`config.mk`:
```
export PLATFORM = sky130hd
export DESIGN_NAME = slotted_encoder_tick_tracker_flat
export DESIGN_NICKNAME = d
export VERILOG_FILES = /design/src/rtl/stt_pkg.sv /design/src/rtl/stt_sample_if.sv /design/src/rtl/stt_result_if.sv /design/src/rtl/stt_cfg_regs.sv /design/src/rtl/stt_drive_calc.sv /design/src/rtl/stt_tracker.sv /design/src/rtl/stt_duty_stage.sv /design/src/rtl/slotted_encoder_tick_tracker.sv /design/src/flat_wrapper.sv
export SDC_FILE = /design/constraint.sdc
export NUM_CORES = 1
export LEC_CHECK = 0
export BUFFER_PORTS_ARGS = -buffer_cell sky130_fd_sc_hd__buf_2
export CELL_PAD_IN_SITES_DETAIL_PLACEMENT = 2
export CELL_PAD_IN_SITES_GLOBAL_PLACEMENT = 2
export CORE_ASPECT_RATIO = 1.1
export CORE_MARGIN = 2
export CORE_UTILIZATION = 37
export DETAILED_ROUTE_END_ITERATION = 16
export GPL_ROUTABILITY_DRIVEN = 0
export HOLD_SLACK_MARGIN = 0.06
export PLACE_DENSITY_LB_ADDON = 0.1
export SYNTH_ARGS = -nofsm -noshare
export SYNTH_HDL_FRONTEND = slang
export SYNTH_HIERARCHICAL = 1
export SYNTH_SLANG_ARGS = --single-unit
```
`constraint.sdc`:
```
create_clock -name clk -period 17.3 [get_ports clk]
set_input_delay 2.595 -clock clk [delete_from_list [all_inputs] [get_ports clk]]
set_output_delay 2.595 -clock clk [all_outputs]
set_load 0.01 [all_outputs]
```
`src/rtl/stt_pkg.sv`:
```
`timescale 1ns / 1ps
// ----------------------------------------------------------------------------
// Slotted encoder tick tracker package
// Shared widths, reset values, register indexes, scaling constants and the
// structs that travel between the tracker modules.
// ----------------------------------------------------------------------------
package stt_pkg;

	// Default sizes for the parameterized widths.
	localparam int SAMPLE_BITS_DEF   = 10;
	localparam int POSITION_BITS_DEF = 6;

	// Fixed field widths.
	localparam int CFG_INDEX_BITS = 3;
	localparam int CFG_DATA_BITS  = 16;
	localparam int TIME_BITS      = 32;
	localparam int INTERVAL_BITS  = 16;
	localparam int ROT_BITS       = 16;
	localparam int SPEED_BITS     = 7;
	localparam int DUTY_BITS      = 8;

	// Register reset values.
	localparam int HIGH_THRESHOLD_RST  = 800;
	localparam int LOW_THRESHOLD_RST   = 300;
	localparam int SLOTS_PER_TURN_RST  = 38;
	localparam int TARGET_INTERVAL_RST = 7750;
	localparam int BASE_SPEED_RST      = 55;
	localparam int MIN_SPEED_RST       = 35;
	localparam int MAX_SPEED_RST       = 100;

	// Interval error gain: divide by GainDiv through a reciprocal multiply.
	// Exact for every 16-bit magnitude.
	localparam int GainDiv       = 50;
	localparam int DIV_SHIFT     = 22;
	localparam int DIV_MULT_BITS = 17;
	localparam logic [DIV_MULT_BITS-1:0] DIV_MULT =
		DIV_MULT_BITS'(((1 << DIV_SHIFT) + GainDiv - 1) / GainDiv);

	// Percent to duty: floor(m * 255 / 100) as one constant multiply and shift.
	localparam int DutyFull        = 255;
	localparam int PercentFull     = 100;
	localparam int DUTY_SHIFT      = 19;
	localparam int DUTY_MULT_BITS  = 21;
	localparam logic [DUTY_MULT_BITS-1:0] DUTY_MULT = DUTY_MULT_BITS'(DutyFull *
		(((1 << DUTY_SHIFT) + PercentFull - 1) / PercentFull));

	// Configuration register indexes.
	typedef enum logic [CFG_INDEX_BITS-1:0] {
		REG_HIGH_THRESHOLD  = 3'd0,
		REG_LOW_THRESHOLD   = 3'd1,
		REG_SLOTS_PER_TURN  = 3'd2,
		REG_TARGET_INTERVAL = 3'd3,
		REG_BASE_SPEED      = 3'd4,
		REG_MIN_SPEED       = 3'd5,
		REG_MAX_SPEED       = 3'd6,
		REG_PAUSED          = 3'd7
	} cfg_reg_t;

	// Speed control settings.
	typedef struct packed {
		logic [INTERVAL_BITS-1:0] target_interval;
		logic [SPEED_BITS-1:0]    base_speed;
		logic [SPEED_BITS-1:0]    min_speed;
		logic [SPEED_BITS-1:0]    max_speed;
	} speed_cfg_t;

	// New drive: direction and clamped speed magnitude in percent.
	typedef struct packed {
		logic                  forward;
		logic [SPEED_BITS-1:0] mag;
	} drive_t;

	// Tracker result for one request, before duty scaling.
	typedef struct packed {
		logic                     tick;
		logic [ROT_BITS-1:0]      rotation_count;
		logic [INTERVAL_BITS-1:0] interval;
		logic                     forward;
		logic [SPEED_BITS-1:0]    mag;
	} track_t;

endpackage

```
`src/rtl/stt_sample_if.sv`:
```
`timescale 1ns / 1ps
// ----------------------------------------------------------------------------
// Encoder sample channel
// Valid/ready channel that carries one encoder sample and its timestamp.
// ----------------------------------------------------------------------------
interface stt_sample_if
	import stt_pkg::*;
#(
	parameter int SAMPLE_BITS = SAMPLE_BITS_DEF
) ();
	logic                   valid;
	logic                   ready;
	logic [SAMPLE_BITS-1:0] encoder_sample;
	logic [TIME_BITS-1:0]   time_us;

	modport source (output valid, output encoder_sample, output time_us, input ready);
	modport sink   (input valid, input encoder_sample, input time_us, output ready);
endinterface

```
`src/rtl/stt_result_if.sv`:
```
`timescale 1ns / 1ps
// ----------------------------------------------------------------------------
// Tracker result channel
// Valid/ready channel that carries tick, position, rotations, interval and drive.
// ----------------------------------------------------------------------------
interface stt_result_if
	import stt_pkg::*;
#(
	parameter int POSITION_BITS = POSITION_BITS_DEF
) ();
	logic                     valid;
	logic                     ready;
	logic                     tick;
	logic [POSITION_BITS-1:0] position;
	logic [ROT_BITS-1:0]      rotation_count;
	logic [INTERVAL_BITS-1:0] interval;
	logic                     forward;
	logic [DUTY_BITS-1:0]     duty;

	modport source (
		output valid, output tick, output position, output rotation_count,
		output interval, output forward, output duty, input ready
	);
	modport sink (
		input valid, input tick, input position, input rotation_count,
		input interval, input forward, input duty, output ready
	);
endinterface

```
`src/rtl/stt_cfg_regs.sv`:
```
`timescale 1ns / 1ps
// ----------------------------------------------------------------------------
// Configuration registers
// Write-only register file for thresholds, slot count, speed control and pause.
// ----------------------------------------------------------------------------
module stt_cfg_regs
	import stt_pkg::*;
#(
	parameter int SAMPLE_BITS   = SAMPLE_BITS_DEF,
	parameter int POSITION_BITS = POSITION_BITS_DEF
) (
	input  logic                      clk,
	input  logic                      arst_n,
	input  logic                      wr_en,
	input  logic [CFG_INDEX_BITS-1:0] wr_index,
	input  logic [CFG_DATA_BITS-1:0]  wr_data,
	output logic [SAMPLE_BITS-1:0]    high_threshold,
	output logic [SAMPLE_BITS-1:0]    low_threshold,
	output logic [POSITION_BITS-1:0]  slots_per_turn,
	output logic                      paused,
	output speed_cfg_t                speed_cfg
);
	logic [SAMPLE_BITS-1:0]   high_q;
	logic [SAMPLE_BITS-1:0]   low_q;
	logic [POSITION_BITS-1:0] tpr_q;
	logic                     paused_q;
	speed_cfg_t               speed_q;

	// Register writes; each register keeps the low bits of the write data.
	always_ff @(posedge clk or negedge arst_n) begin
		if (!arst_n) begin
			high_q                 <= SAMPLE_BITS'(HIGH_THRESHOLD_RST);
			low_q                  <= SAMPLE_BITS'(LOW_THRESHOLD_RST);
			tpr_q                  <= POSITION_BITS'(SLOTS_PER_TURN_RST);
			paused_q               <= 1'b0;
			speed_q.target_interval <= INTERVAL_BITS'(TARGET_INTERVAL_RST);
			speed_q.base_speed     <= SPEED_BITS'(BASE_SPEED_RST);
			speed_q.min_speed      <= SPEED_BITS'(MIN_SPEED_RST);
			speed_q.max_speed      <= SPEED_BITS'(MAX_SPEED_RST);
		end else if (wr_en) begin
			case (cfg_reg_t'(wr_index))
				REG_HIGH_THRESHOLD:  high_q <= wr_data[SAMPLE_BITS-1:0];
				REG_LOW_THRESHOLD:   low_q <= wr_data[SAMPLE_BITS-1:0];
				REG_SLOTS_PER_TURN:  tpr_q <= wr_data[POSITION_BITS-1:0];
				REG_TARGET_INTERVAL: speed_q.target_interval <= wr_data[INTERVAL_BITS-1:0];
				REG_BASE_SPEED:      speed_q.base_speed <= wr_data[SPEED_BITS-1:0];
				REG_MIN_SPEED:       speed_q.min_speed <= wr_data[SPEED_BITS-1:0];
				REG_MAX_SPEED:       speed_q.max_speed <= wr_data[SPEED_BITS-1:0];
				REG_PAUSED:          paused_q <= wr_data[0];
				default: begin
				end
			endcase
		end
	end

	assign high_threshold = high_q;
	assign low_threshold  = low_q;
	assign slots_per_turn = tpr_q;
	assign paused         = paused_q;
	assign speed_cfg      = speed_q;
endmodule

```
`src/rtl/stt_drive_calc.sv`:
```
`timescale 1ns / 1ps
// ----------------------------------------------------------------------------
// Drive calculation
// Turns a tick interval into a motor direction and a clamped speed magnitude.
// ----------------------------------------------------------------------------
module stt_drive_calc
	import stt_pkg::*;
(
	input  logic [INTERVAL_BITS-1:0] interval,
	input  speed_cfg_t               speed_cfg,
	output drive_t                   drive
);
	localparam int PROD_BITS  = INTERVAL_BITS + DIV_MULT_BITS;
	localparam int QUOT_BITS  = 11;
	localparam int DRIVE_BITS = 13;

	logic signed [INTERVAL_BITS:0]   err;
	logic        [INTERVAL_BITS:0]   err_neg;
	logic        [INTERVAL_BITS-1:0] err_mag;
	logic        [PROD_BITS-1:0]     quot_prod;
	logic        [QUOT_BITS-1:0]     quot;
	logic signed [DRIVE_BITS-1:0]    quot_signed;
	logic signed [DRIVE_BITS-1:0]    drive_val;
	logic        [DRIVE_BITS-1:0]    drive_neg;
	logic        [DRIVE_BITS-2:0]    mag_full;
	logic        [DRIVE_BITS-2:0]    mag_min;
	logic        [DRIVE_BITS-2:0]    min_ext;
	logic        [DRIVE_BITS-2:0]    max_ext;

	always_comb begin
		// Signed error, then quotient toward zero on the magnitude.
		err       = $signed({1'b0, interval}) - $signed({1'b0, speed_cfg.target_interval});
		err_neg   = -err;
		err_mag   = err[INTERVAL_BITS] ? err_neg[INTERVAL_BITS-1:0] : err[INTERVAL_BITS-1:0];
		quot_prod = PROD_BITS'(err_mag) * PROD_BITS'(DIV_MULT);
		quot      = quot_prod[DIV_SHIFT +: QUOT_BITS];

		// Restore the sign and add the base speed.
		quot_signed = err[INTERVAL_BITS] ? -$signed({2'b00, quot}) : $signed({2'b00, quot});
		drive_val   = quot_signed
			+ $signed({{(DRIVE_BITS - SPEED_BITS){1'b0}}, speed_cfg.base_speed});
		drive_neg   = -drive_val;
		mag_full    = drive_val[DRIVE_BITS-1] ? drive_neg[DRIVE_BITS-2:0]
			: drive_val[DRIVE_BITS-2:0];

		// Minimum clamp for nonzero drive, then the maximum clamp wins.
		min_ext = {{(DRIVE_BITS - 1 - SPEED_BITS){1'b0}}, speed_cfg.min_speed};
		max_ext = {{(DRIVE_BITS - 1 - SPEED_BITS){1'b0}}, speed_cfg.max_speed};
		mag_min = (mag_full != '0 && mag_full < min_ext) ? min_ext : mag_full;

		drive.forward = !drive_val[DRIVE_BITS-1] && (drive_val != '0);
		drive.mag     = (mag_min > max_ext) ? speed_cfg.max_speed : mag_min[SPEED_BITS-1:0];
	end
endmodule

```
`src/rtl/stt_tracker.sv`:
```
`timescale 1ns / 1ps
// ----------------------------------------------------------------------------
// Tick tracker core
// Hysteresis tick detector, position and rotation counter, interval timer and
// drive state. State moves one sample per step.
// ----------------------------------------------------------------------------
module stt_tracker
	import stt_pkg::*;
#(
	parameter int SAMPLE_BITS   = SAMPLE_BITS_DEF,
	parameter int POSITION_BITS = POSITION_BITS_DEF
) (
	input  logic                     clk,
	input  logic                     arst_n,
	input  logic                     step,
	input  logic [SAMPLE_BITS-1:0]   sample,
	input  logic [TIME_BITS-1:0]     time_us,
	input  logic [SAMPLE_BITS-1:0]   high_threshold,
	input  logic [SAMPLE_BITS-1:0]   low_threshold,
	input  logic [POSITION_BITS-1:0] slots_per_turn,
	input  logic                     paused,
	input  speed_cfg_t               speed_cfg,
	output logic [POSITION_BITS-1:0] position,
	output track_t                   track
);
	logic                     armed_q;
	logic [POSITION_BITS-1:0] pos_q;
	logic [ROT_BITS-1:0]      rot_q;
	logic [TIME_BITS-1:0]     last_time_q;
	logic [INTERVAL_BITS-1:0] interval_q;
	logic                     forward_q;
	logic [SPEED_BITS-1:0]    mag_q;
	logic                     tick_s2;

	logic                     fire;
	logic                     rearm;
	logic [TIME_BITS-1:0]     dt;
	logic [INTERVAL_BITS-1:0] interval_new;
	logic [POSITION_BITS-1:0] last_pos;
	logic [POSITION_BITS-1:0] pos_next;
	logic [ROT_BITS-1:0]      rot_next;
	drive_t                   drive;

	// Detector: the fire test comes before the re-arm test.
	always_comb begin
		fire  = !paused && armed_q && (sample < low_threshold);
		rearm = !paused && !fire && (sample > high_threshold);
	end

	// Interval since the last tick, saturated to 16 bits.
	always_comb begin
		dt           = time_us - last_time_q;
		interval_new = (|dt[TIME_BITS-1:INTERVAL_BITS]) ? '1 : dt[INTERVAL_BITS-1:0];
	end

	// Position step in the held direction; fewer than two slots act as one.
	always_comb begin
		last_pos = (slots_per_turn == '0) ? '0 : slots_per_turn - 1'b1;
		pos_next = pos_q;
		rot_next = rot_q;
		if (forward_q) begin
			if (pos_q >= last_pos) begin
				pos_next = '0;
				rot_next = rot_q + 1'b1;
			end else begin
				pos_next = pos_q + 1'b1;
			end
		end else begin
			if (pos_q == '0) begin
				pos_next = last_pos;
				rot_next = rot_q - 1'b1;
			end else begin
				pos_next = pos_q - 1'b1;
			end
		end
	end

	stt_drive_calc u_drive (
		.interval  (interval_new),
		.speed_cfg (speed_cfg),
		.drive     (drive)
	);

	// Tracker state; it changes only when a request moves through.
	always_ff @(posedge clk or negedge arst_n) begin
		if (!arst_n) begin
			armed_q     <= 1'b1;
			pos_q       <= '0;
			rot_q       <= '0;
			last_time_q <= '0;
			interval_q  <= '0;
			forward_q   <= 1'b1;
			mag_q       <= '0;
			tick_s2     <= 1'b0;
		end else if (step) begin
			tick_s2 <= fire;
			if (fire) begin
				armed_q     <= 1'b0;
				pos_q       <= pos_next;
				rot_q       <= rot_next;
				last_time_q <= time_us;
				interval_q  <= interval_new;
				forward_q   <= drive.forward;
				mag_q       <= drive.mag;
			end else if (rearm) begin
				armed_q <= 1'b1;
			end
		end
	end

	assign position             = pos_q;
	assign track.tick           = tick_s2;
	assign track.rotation_count = rot_q;
	assign track.interval       = interval_q;
	assign track.forward        = forward_q;
	assign track.mag            = mag_q;
endmodule

```
`src/rtl/stt_duty_stage.sv`:
```
`timescale 1ns / 1ps
// ----------------------------------------------------------------------------
// Duty output stage
// Scales the speed percent to an 8-bit PWM duty and holds the result request
// until the downstream side takes it.
// ----------------------------------------------------------------------------
module stt_duty_stage
	import stt_pkg::*;
#(
	parameter int POSITION_BITS = POSITION_BITS_DEF
) (
	input  logic                     clk,
	input  logic                     arst_n,
	input  logic                     offer,
	input  track_t                   track,
	input  logic [POSITION_BITS-1:0] position,
	output logic                     load,
	stt_result_if.source             results
);
	localparam int PROD_BITS   = SPEED_BITS + DUTY_MULT_BITS;
	localparam int SCALED_BITS = DUTY_BITS + 1;

	logic                     valid_q;
	logic                     tick_q;
	logic [POSITION_BITS-1:0] position_q;
	logic [ROT_BITS-1:0]      rot_q;
	logic [INTERVAL_BITS-1:0] interval_q;
	logic                     forward_q;
	logic [DUTY_BITS-1:0]     duty_q;

	logic [PROD_BITS-1:0]     duty_prod;
	logic [SCALED_BITS-1:0]   duty_scaled;
	logic [DUTY_BITS-1:0]     duty_new;

	// Percent to duty with saturation for speeds above full scale.
	always_comb begin
		duty_prod   = PROD_BITS'(track.mag) * PROD_BITS'(DUTY_MULT);
		duty_scaled = duty_prod[DUTY_SHIFT +: SCALED_BITS];
		duty_new    = (duty_scaled > SCALED_BITS'(DutyFull)) ? DUTY_BITS'(DutyFull)
			: duty_scaled[DUTY_BITS-1:0];
	end

	assign load = offer && (!valid_q || results.ready);

	// Output register valid.
	always_ff @(posedge clk or negedge arst_n) begin
		if (!arst_n) begin
			valid_q <= 1'b0;
		end else if (load) begin
			valid_q <= 1'b1;
		end else if (results.ready) begin
			valid_q <= 1'b0;
		end
	end

	// Output payload.
	always_ff @(posedge clk) begin
		if (load) begin
			tick_q     <= track.tick;
			position_q <= position;
			rot_q      <= track.rotation_count;
			interval_q <= track.interval;
			forward_q  <= track.forward;
			duty_q     <= duty_new;
		end
	end

	assign results.valid          = valid_q;
	assign results.tick           = tick_q;
	assign results.position       = position_q;
	assign results.rotation_count = rot_q;
	assign results.interval       = interval_q;
	assign results.forward        = forward_q;
	assign results.duty           = duty_q;
endmodule

```
`src/rtl/slotted_encoder_tick_tracker.sv`:
```
`timescale 1ns / 1ps
// Path: an accepted sample moves through the input register, tracker
// state and output register. Throughput: one sample per cycle while
// results are taken; the next may enter right behind the current one.
// Reset: arst_n clears the valid flags and restores the config and tracker
// state at once, no clearing pass needed; data registers are not reset.
// ----------------------------------------------------------------------------
// Slotted encoder tick tracker
// Hysteresis tick detection on encoder samples, position and rotation
// counting, tick interval measurement and interval-based motor drive.
// ----------------------------------------------------------------------------
module slotted_encoder_tick_tracker
	import stt_pkg::*;
#(
	parameter int SAMPLE_BITS   = SAMPLE_BITS_DEF,
	parameter int POSITION_BITS = POSITION_BITS_DEF
) (
	input  logic                      clk,
	input  logic                      arst_n,
	input  logic                      wr_en,
	input  logic [CFG_INDEX_BITS-1:0] wr_index,
	input  logic [CFG_DATA_BITS-1:0]  wr_data,
	stt_sample_if.sink                samples,
	stt_result_if.source              results
);
	logic [SAMPLE_BITS-1:0]   high_threshold;
	logic [SAMPLE_BITS-1:0]   low_threshold;
	logic [POSITION_BITS-1:0] slots_per_turn;
	logic                     paused;
	speed_cfg_t               speed_cfg;

	logic                     valid_s1;
	logic [SAMPLE_BITS-1:0]   sample_s1;
	logic [TIME_BITS-1:0]     time_s1;
	logic                     valid_s2;

	logic                     take;
	logic                     step;
	logic                     load;
	logic [POSITION_BITS-1:0] position;
	track_t                   track;

	stt_cfg_regs #(
		.SAMPLE_BITS   (SAMPLE_BITS),
		.POSITION_BITS (POSITION_BITS)
	) u_cfg (
		.clk            (clk),
		.arst_n         (arst_n),
		.wr_en          (wr_en),
		.wr_index       (wr_index),
		.wr_data        (wr_data),
		.high_threshold (high_threshold),
		.low_threshold  (low_threshold),
		.slots_per_turn (slots_per_turn),
		.paused         (paused),
		.speed_cfg      (speed_cfg)
	);

	// Handshake between the input register, tracker and output register.
	assign step          = valid_s1 && (!valid_s2 || load);
	assign samples.ready = !valid_s1 || step;
	assign take          = samples.valid && samples.ready;

	always_ff @(posedge clk or negedge arst_n) begin
		if (!arst_n) begin
			valid_s1 <= 1'b0;
			valid_s2 <= 1'b0;
		end else begin
			if (take) begin
				valid_s1 <= 1'b1;
			end else if (step) begin
				valid_s1 <= 1'b0;
			end
			if (step) begin
				valid_s2 <= 1'b1;
			end else if (load) begin
				valid_s2 <= 1'b0;
			end
		end
	end

	// Input register.
	always_ff @(posedge clk) begin
		if (take) begin
			sample_s1 <= samples.encoder_sample;
			time_s1   <= samples.time_us;
		end
	end

	stt_tracker #(
		.SAMPLE_BITS   (SAMPLE_BITS),
		.POSITION_BITS (POSITION_BITS)
	) u_tracker (
		.clk            (clk),
		.arst_n         (arst_n),
		.step           (step),
		.sample         (sample_s1),
		.time_us        (time_s1),
		.high_threshold (high_threshold),
		.low_threshold  (low_threshold),
		.slots_per_turn (slots_per_turn),
		.paused         (paused),
		.speed_cfg      (speed_cfg),
		.position       (position),
		.track          (track)
	);

	stt_duty_stage #(
		.POSITION_BITS (POSITION_BITS)
	) u_duty (
		.clk      (clk),
		.arst_n   (arst_n),
		.offer    (valid_s2),
		.track    (track),
		.position (position),
		.load     (load),
		.results  (results)
	);
endmodule
```
`src/flat_wrapper.sv`:
```
// flat-port wrapper written by rule: the top's interface ports become plain ports
module slotted_encoder_tick_tracker_flat import stt_pkg::*;
#(
	parameter int SAMPLE_BITS   = SAMPLE_BITS_DEF,
	parameter int POSITION_BITS = POSITION_BITS_DEF
)
  (clk, arst_n, wr_en, wr_index, wr_data, samples_valid, samples_encoder_sample, samples_time_us, samples_ready, results_valid, results_tick, results_position, results_rotation_count, results_interval, results_forward, results_duty, results_ready);
  stt_sample_if #(.SAMPLE_BITS(SAMPLE_BITS)) samples_i ();
  stt_result_if #(.POSITION_BITS(POSITION_BITS)) results_i ();
  input  logic clk;
  input  logic arst_n;
  input  logic wr_en;
  input  logic [CFG_INDEX_BITS-1:0] wr_index;
  input  logic [CFG_DATA_BITS-1:0] wr_data;
  input wire logic [$bits(samples_i.valid)-1:0] samples_valid;
  input wire logic [$bits(samples_i.encoder_sample)-1:0] samples_encoder_sample;
  input wire logic [$bits(samples_i.time_us)-1:0] samples_time_us;
  output wire logic [$bits(samples_i.ready)-1:0] samples_ready;
  output wire logic [$bits(results_i.valid)-1:0] results_valid;
  output wire logic [$bits(results_i.tick)-1:0] results_tick;
  output wire logic [$bits(results_i.position)-1:0] results_position;
  output wire logic [$bits(results_i.rotation_count)-1:0] results_rotation_count;
  output wire logic [$bits(results_i.interval)-1:0] results_interval;
  output wire logic [$bits(results_i.forward)-1:0] results_forward;
  output wire logic [$bits(results_i.duty)-1:0] results_duty;
  input wire logic [$bits(results_i.ready)-1:0] results_ready;
  assign samples_i.valid = samples_valid;
  assign samples_i.encoder_sample = samples_encoder_sample;
  assign samples_i.time_us = samples_time_us;
  assign samples_ready = samples_i.ready;
  assign results_valid = results_i.valid;
  assign results_tick = results_i.tick;
  assign results_position = results_i.position;
  assign results_rotation_count = results_i.rotation_count;
  assign results_interval = results_i.interval;
  assign results_forward = results_i.forward;
  assign results_duty = results_i.duty;
  assign results_i.ready = results_ready;
  slotted_encoder_tick_tracker #(.SAMPLE_BITS(SAMPLE_BITS), .POSITION_BITS(POSITION_BITS)) u_core (.clk(clk), .arst_n(arst_n), .wr_en(wr_en), .wr_index(wr_index), .wr_data(wr_data), .samples(samples_i), .results(results_i));
endmodule
```
==> results summary, run 1 <==
The half-perimeter wire length of the detailed placement result is 59.1 mm. The flow ran to the end, and the final reports show no timing, DRC or antenna violations. TritonCTS built the clock tree. The detail route stage leaves a number of antenna-violating nets equal to 0.

The critical path in this run is classified as flop to flop. The worst register-to-register path has a setup slack of 0.22 ns. In this run, synthesis produced a sequential element count of 237. The floorplan has 95 rows. The met2 track demand over resource is 44.6%. The total of warnings raised by yosys is 6. The die outline area is 0.0634 mm2. The worst setup path is launched from a flop. The worst slew margin relative to its limit is 19.7%. The clock net in this run drives a total of 237 sinks.

The layout has 6484 filler cells. For this run, the leading register cell type out of synthesis is dfrtp_1. The pin count of the biggest net entering global routing came out at 97. The met1 usage in global routing came out at 26.6%.

For this run, the post-layout net count is 3072. The all-layer global routing usage is 23.1%. Setup violations remaining at the end of the flow were counted as 0. The minimum clock period is 17.08 ns. The final-report hold violation count came out at 0. The count of pins on the block boundary came out at 116. Of the available clock period, the critical path in the final layout requires 98.7%.

STA puts the critical path data arrival time at 17.53 ns. Summing every instance area after synthesis gives 0.0227 mm2. The number of iterations in the first detailed-routing pass came out at 5. The slew at the pin closest to its max-slew limit is 1.20 ns. The worst hold path terminates at u_core/u_duty/results.interval[0]. The H-tree depth is 1.

The cell family contributing the most delay on the critical path is compound AO/OA/AOI/OAI gates. The proportion of netlist area held by the largest area contributor came out at 16.9%. ha_1 takes more of the synthesized area than any other cell. The max capacitance violation total is 0.

The TritonCTS buffer count came out at 27. In this run the mean area of a mapped cell was 9.81 um2. The worst hold path was traced through 0 stages.

The highest cell delay on the worst timing path came out at 0.63 ns. The layout overhead on the synthesized area is 20.0%. The floorplan die width is 240 um. In this run the critical register-to-register path is captured at u_core/u_tracker/mag_q[0]. The number of distinct standard cells referenced by the synthesized netlist is 109. Dividing the detail-routed wire length by the instance count gives 21.9 um. Setup repair after global routing could not meet its margin everywhere. The data required time of the critical path came out at 17.75 ns. The count of buffers added on input and output ports is 115. The number of antenna violations at the first check in global routing was 4. After global routing, the most crowded layer is met2.

The synthesized instance count came out at 2316. Summing the sequential cell areas from Yosys gives 28.3% of the chip area. The number of placed cells counting well taps is 3335.

The share of layout cells above drive strength 1 is 25.7%. In the layout the commonest cells are 300 x inv_1, 288 x ha_1, 184 x buf_4. The most common library cell in the layout ignoring fill and taps is inv_1. Static timing analysis puts the maximum clock frequency at 58.5 MHz. The finished layout holds 3430 standard cells, fillers aside. In the synthesized netlist the async set-or-reset flop fraction comes to 62.0%. The combined buffer and inverter count along the critical path is 11. The endpoint class of the critical path is a flop.

In this run the critical register-to-register path is launched from u_core/time_s1[0]. The final wirelength is 75.1 mm. The via count is 18500. The initial standard-cell utilization of the core came out at 37.3%. For the worst-skew pair, the clock arrives at the later sink with an insertion delay of 0.57 ns.

The core area came out at 0.0609 mm2. The hold buffer count at cts is 0. The cell chosen for the clock root is clkbuf_16.

Using the TritonRoute via totals, the vias-per-cell ratio works out to 5.38. The number of antenna diodes in the final layout is 0. Global routing used 2.32% of the available met3 tracks. The worst hold path begins at u_core/u_tracker/interval_q[0]. The largest clock skew in the final design came out at 0.0147 ns.

When the netlist entered floorplanning its net count stood at 2802. The max-slew violation count came to 0. The number of cells on the worst reg-to-reg path is 88. The y dimension of the die is 264 um.

The number of DRC violations after detailed routing came out at 0. The total congestion overflow is 0. The critical-path cell with the highest stage delay is fa_1. The via count of the first global-routing pass is 21000.

Of all nets on the critical path, the largest fanout is 5. Ranked by total cell area, the synthesized netlist is headed by ha_1 17%, dfrtp_1 13%, edfxtp_1 12%, fa_1 10%, inv_1 5.1%. In this run, the number of DRC markers left after iteration 0 of detailed routing was 603.

The cell that appears most often on the critical path is a21oi_2. The global-route wire length before repair is 116 mm. The synthesized design contains 90 enable-type register cells. The type of the worst min-delay path is flop to flop. After clock tree synthesis, the clock-pin slew on the worst setup and hold paths is 0.06 ns. The worst-case clock buffer depth came out at 3.
[worst reg2reg max path: cells and delay by family (launching register included)]
family | cells | cell delay (ns)
adders and majority gates | 14 | 5.04
xor gates and xnor gates | 2 | 0.52
DFF | 1 | 0.34
muxes | 3 | 0.77
buffers and inverters | 11 | 1.12
AOI/OAI and AO/OA | 39 | 6.40
and+or+nand+nor | 19 | 2.79
[registers in the layout, summed over array words and instances, names as in the netlist, 7 cells and up]
| name | flops |
|---|---|
| u_core/u_tracker/interval_q | 16 |
| u_core/u_tracker/mag_q | 7 |
| u_core/u_duty/results.duty | 8 |
| u_core/u_tracker/last_time_q | 32 |
| u_core/u_duty/results.rotation_count | 16 |
| u_core/sample_s1 | 10 |
| u_core/u_cfg/high_threshold | 10 |
| u_core/u_tracker/rot_q | 16 |
| u_core/time_s1 | 32 |
| u_core/u_cfg/low_threshold | 10 |
| u_core/u_cfg/speed_cfg | 37 |
| u_core/u_duty/results.interval | 16 |
[cells in the mapped netlist (12+ instances only)]
cell        n
clkbuf_1   34
nand2b_1   35
fa_1      114
a211oi_1   12
and3_1     22
xnor2_1    56
nor2b_1    21
inv_1     309
ha_1      306
a21oi_1   124
o21ai_0   113
nor3_1     35
a31oi_1    29
o211ai_1   18
dfrtp_1   117
o21a_1     18
dfstp_2    30
xor2_1     39
and2_1     31
or2_2      17
mux2_2     67
mux2_4     17
o21bai_1   16
nand3_1    35
nand4_1    45
nor2_1    125
edfxtp_1   90
nand2_1   138
a21o_1     52
mux2i_1    24
[stage by stage]
step	hold slack (ns)	area (um2)	setup TNS, ns	util (%)	setup WS (ns)
after floorplan	0.426	22700	0	-	0.0351
after detailed placement	0.444	25100	-8.39	41.3	-1.24
after global placement	0.435	25100	0	41.3	0.0134
final	0.452	27300	0	44.8	0.217
after global routing	0.476	27300	-3.78	44.8	-0.564
after CTS	0.456	26400	0	43.4	0.00147
[timing repair]
action	CTS	global route
setup buffers	14	34
setup endpoints to repair	7	7
pin swaps	25	97
resized for setup	70	130
[layer usage]
| layer | vias up | wire length, um |
|---|---|---|
| li1 | 8696 | - |
| met1 | 9432 | 30300 |
| met2 | 212 | 40900 |
| met3 | 115 | 1550 |
| met4 | 8 | 2230 |
| met5 | - | 46 |
[logic make-up after synthesis]
| group | share of synthesized area [%] |
|---|---|
| buffers and inverters | 6.73 |
| xor gates and xnor gates | 4.16 |
| muxes | 5.55 |
| and+or+nand+nor | 13.5 |
| adders and majority gates | 26.9 |
| AOI/OAI and AO/OA | 14.9 |
| DFF | 28.3 |
[cell type report]
class / count / area [um2] / share of cell area (%)
multi-input cells: 1704 / 15700 / 57.6
flip-flops and latches: 237 / 6420 / 23.5
repair buffers: 306 / 2040 / 7.49
inverters: 310 / 1180 / 4.34
well taps: 824 / 1030 / 3.78
clock buffers: 35 / 726 / 2.66
clock inverters: 14 / 160 / 0.587
[worst max path at each step]
| stage | startpoint | end | slack [ns] | depth (start not counted) |
|---|---|---|---|---|
| 3_3_place_gp | u_core/time_s1[14] | u_core/u_tracker/mag_q[0] | 0.01 | 87 |
| 2_1_floorplan | u_core/time_s1[0] | u_core/u_tracker/mag_q[0] | 0.04 | 85 |
| 6_report | u_core/time_s1[0] | u_core/u_tracker/mag_q[0] | 0.22 | 88 |
| 4_1_cts | u_core/time_s1[0] | u_core/u_tracker/mag_q[0] | 0.001 | 84 |
| 3_5_place_dp | u_core/time_s1[0] | u_core/u_tracker/mag_q[0] | -1.24 | 85 |
| 5_1_grt | u_core/time_s1[0] | u_core/u_tracker/mag_q[5] | -0.56 | 91 |
Power of run 1 is not shown: default switching activity piles up to over one toggle a cycle in this logic, so the estimate is an artifact.
==> run 2, diff against run 1 <==
==> constraint.sdc (replaced) <==
create_clock -name clk -period 17.3 [get_ports clk]
set_input_delay 0 -clock clk [delete_from_list [all_inputs] [get_ports clk]]
set_output_delay 0 -clock clk [all_outputs]
set_load 0.01 [all_outputs]
==> run 2 against run 1 <==
Highest routed layer is now met4. Sequential share of layout area is 0.77 points lower. Routed wire length is 5.4% higher. Maximum frequency is 1.7% lower. Clock skew is 0.015 ns higher. Largest cell class unchanged. Sequential cell count stayed put. Final area is 3.4% higher. Worst hold slack worse by 0.35 ns. The flow now finishes with violations (setup timing). Non-clock buffer count is 100 higher.
==> results summary, run 2 (synthesis gave the netlist of run 1 again) <==
The run finished, with violations left. The final reports fail on setup timing. The worst slew margin relative to its limit came out at 6.89%. The data arrival time at the worst-slack endpoint came out at 17.84 ns. The wire length per cell after detailed routing is 22.4 um.

The flip-flop count of the largest register, all copies and words added came out at 37. The final net count is 3171. The number of cell rows came out at 95. The setup path with the least slack is of type flop to flop. The via count normalized by instance count came out at 5.38.

The clock-pin slew of the registers on the worst-case setup and hold paths is 0.07 ns. The worst setup path is launched from a flop. The number of antenna diodes in the final layout is 0. The final wirelength came out at 79.1 mm. Counting every sink on the clock net gives 237. The clock arrives with 0.0298 ns of skew.

The half-perimeter wire length of the detailed placement result is 59.3 mm. The slew at the pin closest to its max-slew limit came out at 1.39 ns. The y dimension of the die is 264 um.

On the worst path, the slowest cell contributes a delay of 0.62 ns. The number of iterations in the first detailed-routing pass came out at 5. The worst setup margin is -0.0868 ns. The minimum clock period is 17.39 ns. The number of DRC violations after detailed routing is 0. The detailed router finished its first iteration with 609 violations. The peak clock frequency supported by timing is 57.5 MHz. The global-route wire length before repair came out at 121 mm. The worst setup path is captured at a flop. The layout overhead on the synthesized area came out at 24.1%. The die outline area came out at 0.0634 mm2. The top cell types in the final layout, fill and taps aside, are 300 x inv_1, 288 x ha_1, 218 x buf_4. The critical register-to-register path startpoint is u_core/u_tracker/last_time_q[0]. The max-slew violation count is 0.

The initial standard-cell utilization of the core came out at 37.3%. The largest individual stage delay along the critical path comes from the cell fa_1. The worst register-to-register path ends at u_core/u_tracker/mag_q[0].

The share of layout cells above drive strength 1 came out at 25.7%. CTS placed an instance of clkbuf_16 at the clock tree root. After global routing the overflow that remains totals 0.

The core area is 0.0609 mm2. The clock passes through at most 3 buffers. The count of nets left with antenna violations once routing finished came out at 0. The final-report hold violation count came out at 0.

The via count of the first global-routing pass came out at 21800. Buffers placed on the I/O ports in this run total 115. The tool flagged a number of max-cap violations equal to 0. Counting both buffers and inverters, the worst setup path holds a total of 12. The min-delay analysis places its worst path in the category primary input to async pin. The all-layer global routing usage came out at 24.2%. Setup repair after global routing could not meet its margin everywhere. The reg2reg setup slack is -0.09 ns. The data required time of the critical path is 17.75 ns. The most critical setup path has its startpoint at u_core/u_tracker/last_time_q[0]. The H-tree depth came out at 1. The family with the most delay on the worst path is compound AO/OA/AOI/OAI gates. In this run the worst path has a maximum fanout of 5. TritonCTS built the clock tree. The via count came out at 19000. The count of pins on the block boundary came out at 116. Fill cells in the final layout number 6426. The number of antenna violations at the first check in global routing is 1.

The pin count of the biggest net entering global routing is 66. In this design, the critical path's most frequently occurring cell is a21oi_2. The clock reaches the later pin of the worst-skew pair after 0.57 ns. The total negative slack came out at -0.165 ns.

Setup violations remaining at the end of the flow were counted as 5. TritonCTS created 26 clock buffers. Counting cells, the worst reg-to-reg path comes to 87.

The floorplan die width came out at 240 um. The worst hold slack came out at 0.104 ns. After layout, the worst path uses 101% of the clock period. Leaving out fill and tap cells, the most frequent cell in the layout is inv_1.
## run 2: cell count changes in the layout (fill, tap and decap cells not counted), moves of 4 or more
cell           delta
dlygate4sd3_1    +66
buf_4            +34
mux2_2            +5
mux2_4            -5
a21oi_2           -4
## run 2: per-layer routing
metal  GRT usage, %  part of all wire (%)  vias up
li1               -                     -     8868
met2           46.3                    54      244
met4           7.76                   3.2        0
met5              0                     0        -
met3           1.97                   1.9      121
met1           28.2                    41     9749
## run 2: what timing repair did
action / CTS / global route
resized for setup: 69 / 119
buffers inserted: 54 / 34
hold buffers: 67 / 0
pin swaps: 35 / 86
endpoints found under the hold margin: 167 / 0
cloned: 0 / 0
setup endpoints to repair: 7 / 7
## run 2: worst max-delay path by stage
stage | slack (ns) | end | cells past startpoint
4_1_cts | 0.005 | u_core/u_tracker/mag_q[0] | 86
2_1_floorplan | 0.04 | u_core/u_tracker/mag_q[0] | 85
5_1_grt | -0.86 | u_core/u_tracker/mag_q[0] | 88
6_report | -0.09 | u_core/u_tracker/mag_q[0] | 87
3_5_place_dp | -1.07 | u_core/u_tracker/mag_q[0] | 83
3_3_place_gp | -0.06 | u_core/u_tracker/mag_q[0] | 84
## run 2: per-stage QoR
step           setup WS (ns)  area [um2]  std cells  utilization [%]
6_report             -0.0868       28200       3529             46.3
5_1_grt               -0.857       28200       3529             46.3
4_1_cts              0.00533       27300       3496             44.9
3_5_place_dp           -1.07       25000       3327             41.2
3_3_place_gp         -0.0599       25000       3327             41.2
2_1_floorplan         0.0351       22700       2316                -
## run 2: final cells by class
cell class / count / area [um2] / area share (%)
clock inverter: 12 / 198 / 0.701
multi-input combinational: 1704 / 15700 / 55.7
inverter: 310 / 1180 / 4.18
tap: 824 / 1030 / 3.66
timing repair buffer: 406 / 2970 / 10.5
clock buffer: 36 / 698 / 2.48
sequential: 237 / 6420 / 22.8
Power of run 2 is left out for the same reason.
==> run 3, diff against run 2 <==
CORE_UTILIZATION = 38   (was 37)
CTS_BUF_LIST = sky130_fd_sc_hd__clkbuf_4   (was unset)
SKIP_CTS_REPAIR_TIMING = 1   (was unset)
==> run 3 against run 2 <==
The run now ends clean. Non-clock buffer count is 10 higher. Worst hold slack better by 0.018 ns. Sequential share of layout area is 0.056 points lower. Worst setup slack better by 0.42 ns. Maximum frequency is 2.5% higher. Via count is 1.4% higher. Critical path type unchanged. Clock skew is 0.042 ns higher. Critical path depth is 9 lower.
==> results summary, run 3 (synthesis gave the netlist of run 1 again) <==
The finished layout holds 3562 standard cells, fillers aside. The first detailed-routing pass ran for 4 iterations. The cell chosen for the clock root is clkbuf_4. The data arrival time at the worst-slack endpoint is 17.62 ns. The via count of the first global-routing pass was 21400. In the layout the commonest cells are 302 x inv_1, 288 x ha_1, 171 x buf_4.

The largest individual stage delay along the critical path comes from the cell fa_1. Detailed placement ended at an HPWL of 59.4 mm. Leaving out fill and tap cells, the most frequent cell in the layout is inv_1. In this run the worst path has a maximum fanout of 6. For this run, the total global-route usage over all layers was measured as 23.9%. The global-route wire length before repair is 117 mm. The pin count of the biggest net entering global routing is 82. The final worst-path cycle share came out at 98.1%. The via count came out at 19300.

After detailed placement, the design holds a cell count of 3268. The number of antenna violations at the first check in global routing is 2. The peak clock frequency supported by timing came out at 58.9 MHz.

The max-slew violation count was 0. Buffers inserted during clock tree synthesis total 68. In this run, the number of DRC markers left after iteration 0 of detailed routing was 536.

The count of pins on the block boundary is 116. The total congestion overflow is 0. The data required time of the critical path came out at 17.95 ns. For this run, the post-layout net count is 3223. TritonCTS built the clock tree. The H-tree depth is 3. The area of placed instances is 0.0250 mm2.

The worst setup path is captured at a flop. The floorplan has 94 rows. The worst setup path is of the flop to flop kind.

The clock period could shrink to 16.97 ns. The detail route stage leaves a number of antenna-violating nets equal to 0. The number of port buffers is 115.

The final-report hold violation count is 0. Summing all non-filler instances in the final layout gives an area of 0.0283 mm2. The number of DRC violations after detailed routing came out at 0. The min-delay analysis places its worst path in the category primary input to flop. The number of sinks driven by the clock tree came out at 237.

The wire length per cell after detailed routing came out at 22.4 um. The initial standard-cell utilization of the core is 38.2%. On the worst path, the slowest cell contributes a delay of 0.73 ns.

The register with the most flip-flops in the layout has 37 of them. The worst setup path is launched from a flop. The via count normalized by instance count is 5.41. The final wirelength is 79.6 mm. The die outline area is 0.0618 mm2. The slew at the pin closest to its max-slew limit is 1.14 ns.

The worst slew margin relative to its limit came out at 23.4%. The worst hold slack came out at 0.121 ns. The largest clock skew in the final design is 0.0720 ns.

Cells fill 47.5% of the core in the end. The share of layout cells above drive strength 1 came out at 25.5%. The layout overhead on the synthesized area is 24.4%.

The clock-pin slew of the registers on the worst-case setup and hold paths is 0.07 ns. The core area is 0.0595 mm2. The floorplan die width is 237 um. Across the run, the number of max-cap violations was 0. The number of setup violations in the final report is 0. The flow ran to the end, and the final reports show no timing, DRC or antenna violations. The clock insertion delay at the later pin of the skew report came out at 0.78 ns. The y dimension of the die is 260 um. The worst-case clock buffer depth is 3.
## run 3: cell count changes in the layout (fill, tap and decap cells not counted), moves of 4 or more
cell / change
a21oi_4: -4
clkbuf_4: +105
dlygate4sd3_1: +60
clkbuf_1: -9
clkinv_1: +7
buf_4: -47
clkbuf_16: -26
## run 3: area by class of cell
type | instances | area, um2
Clock buffer | 105 | 788
Inverter | 310 | 1180
Fill cell | 6288 | 31300
Multi-Input combinational cell | 1704 | 15600
Clock inverter | 19 | 164
Sequential cell | 237 | 6420
Timing Repair Buffer | 416 | 3190
Antenna cell | 3 | 7.51
Tap cell | 768 | 961
## run 3: worst paths after layout
check | slack (ns) | endpoint | cells after the start | start
worst max-delay path | 0.33 | u_core/u_tracker/mag_q[0] | 78 | u_core/time_s1[10]
worst max register to register | 0.33 | u_core/u_tracker/mag_q[0] | 78 | u_core/time_s1[10]
worst min register to register | 0.45 | u_core/u_duty/results.interval[5] | 0 | u_core/u_tracker/interval_q[5]
max in group asynchronous | 15.86 | u_core/u_cfg/low_threshold[9] | 4 | arst_n
min in group asynchronous | 0.41 | u_core/u_cfg/speed_cfg[6] | 3 | arst_n
worst min-delay path | 0.12 | u_core/u_cfg/high_threshold[7] | 3 | wr_data[7]
## run 3: worst max-delay path: cells and delay by family, from the launching register on
| family | cells | cell delay, ns |
|---|---|---|
| fa+ha+maj | 15 | 5.96 |
| xor+xnor | 2 | 0.35 |
| buf+inv | 10 | 1.00 |
| simple gates | 19 | 3.01 |
| mux | 3 | 0.82 |
| compound gates | 29 | 5.24 |
| flops | 1 | 0.44 |
## run 3: metrics by stage
step / TNS, ns / worst slack, ns
6_report: 0 / 0.333
3_3_place_gp: -0.704 / -0.146
5_1_grt: -3.65 / -0.534
3_5_place_dp: -6.39 / -0.959
4_1_cts: -6.56 / -0.986
2_1_floorplan: 0 / 0.0351
## run 3: metal layers
metal,track usage [%],vias to the layer above,wire (um)
met5,0,-,0
met4,6.39,0,1750
met3,2.67,103,1710
met2,46.1,245,43500
met1,28.0,9889,32700
li1,-,9020,-
Power of run 3 is left out for the same reason.
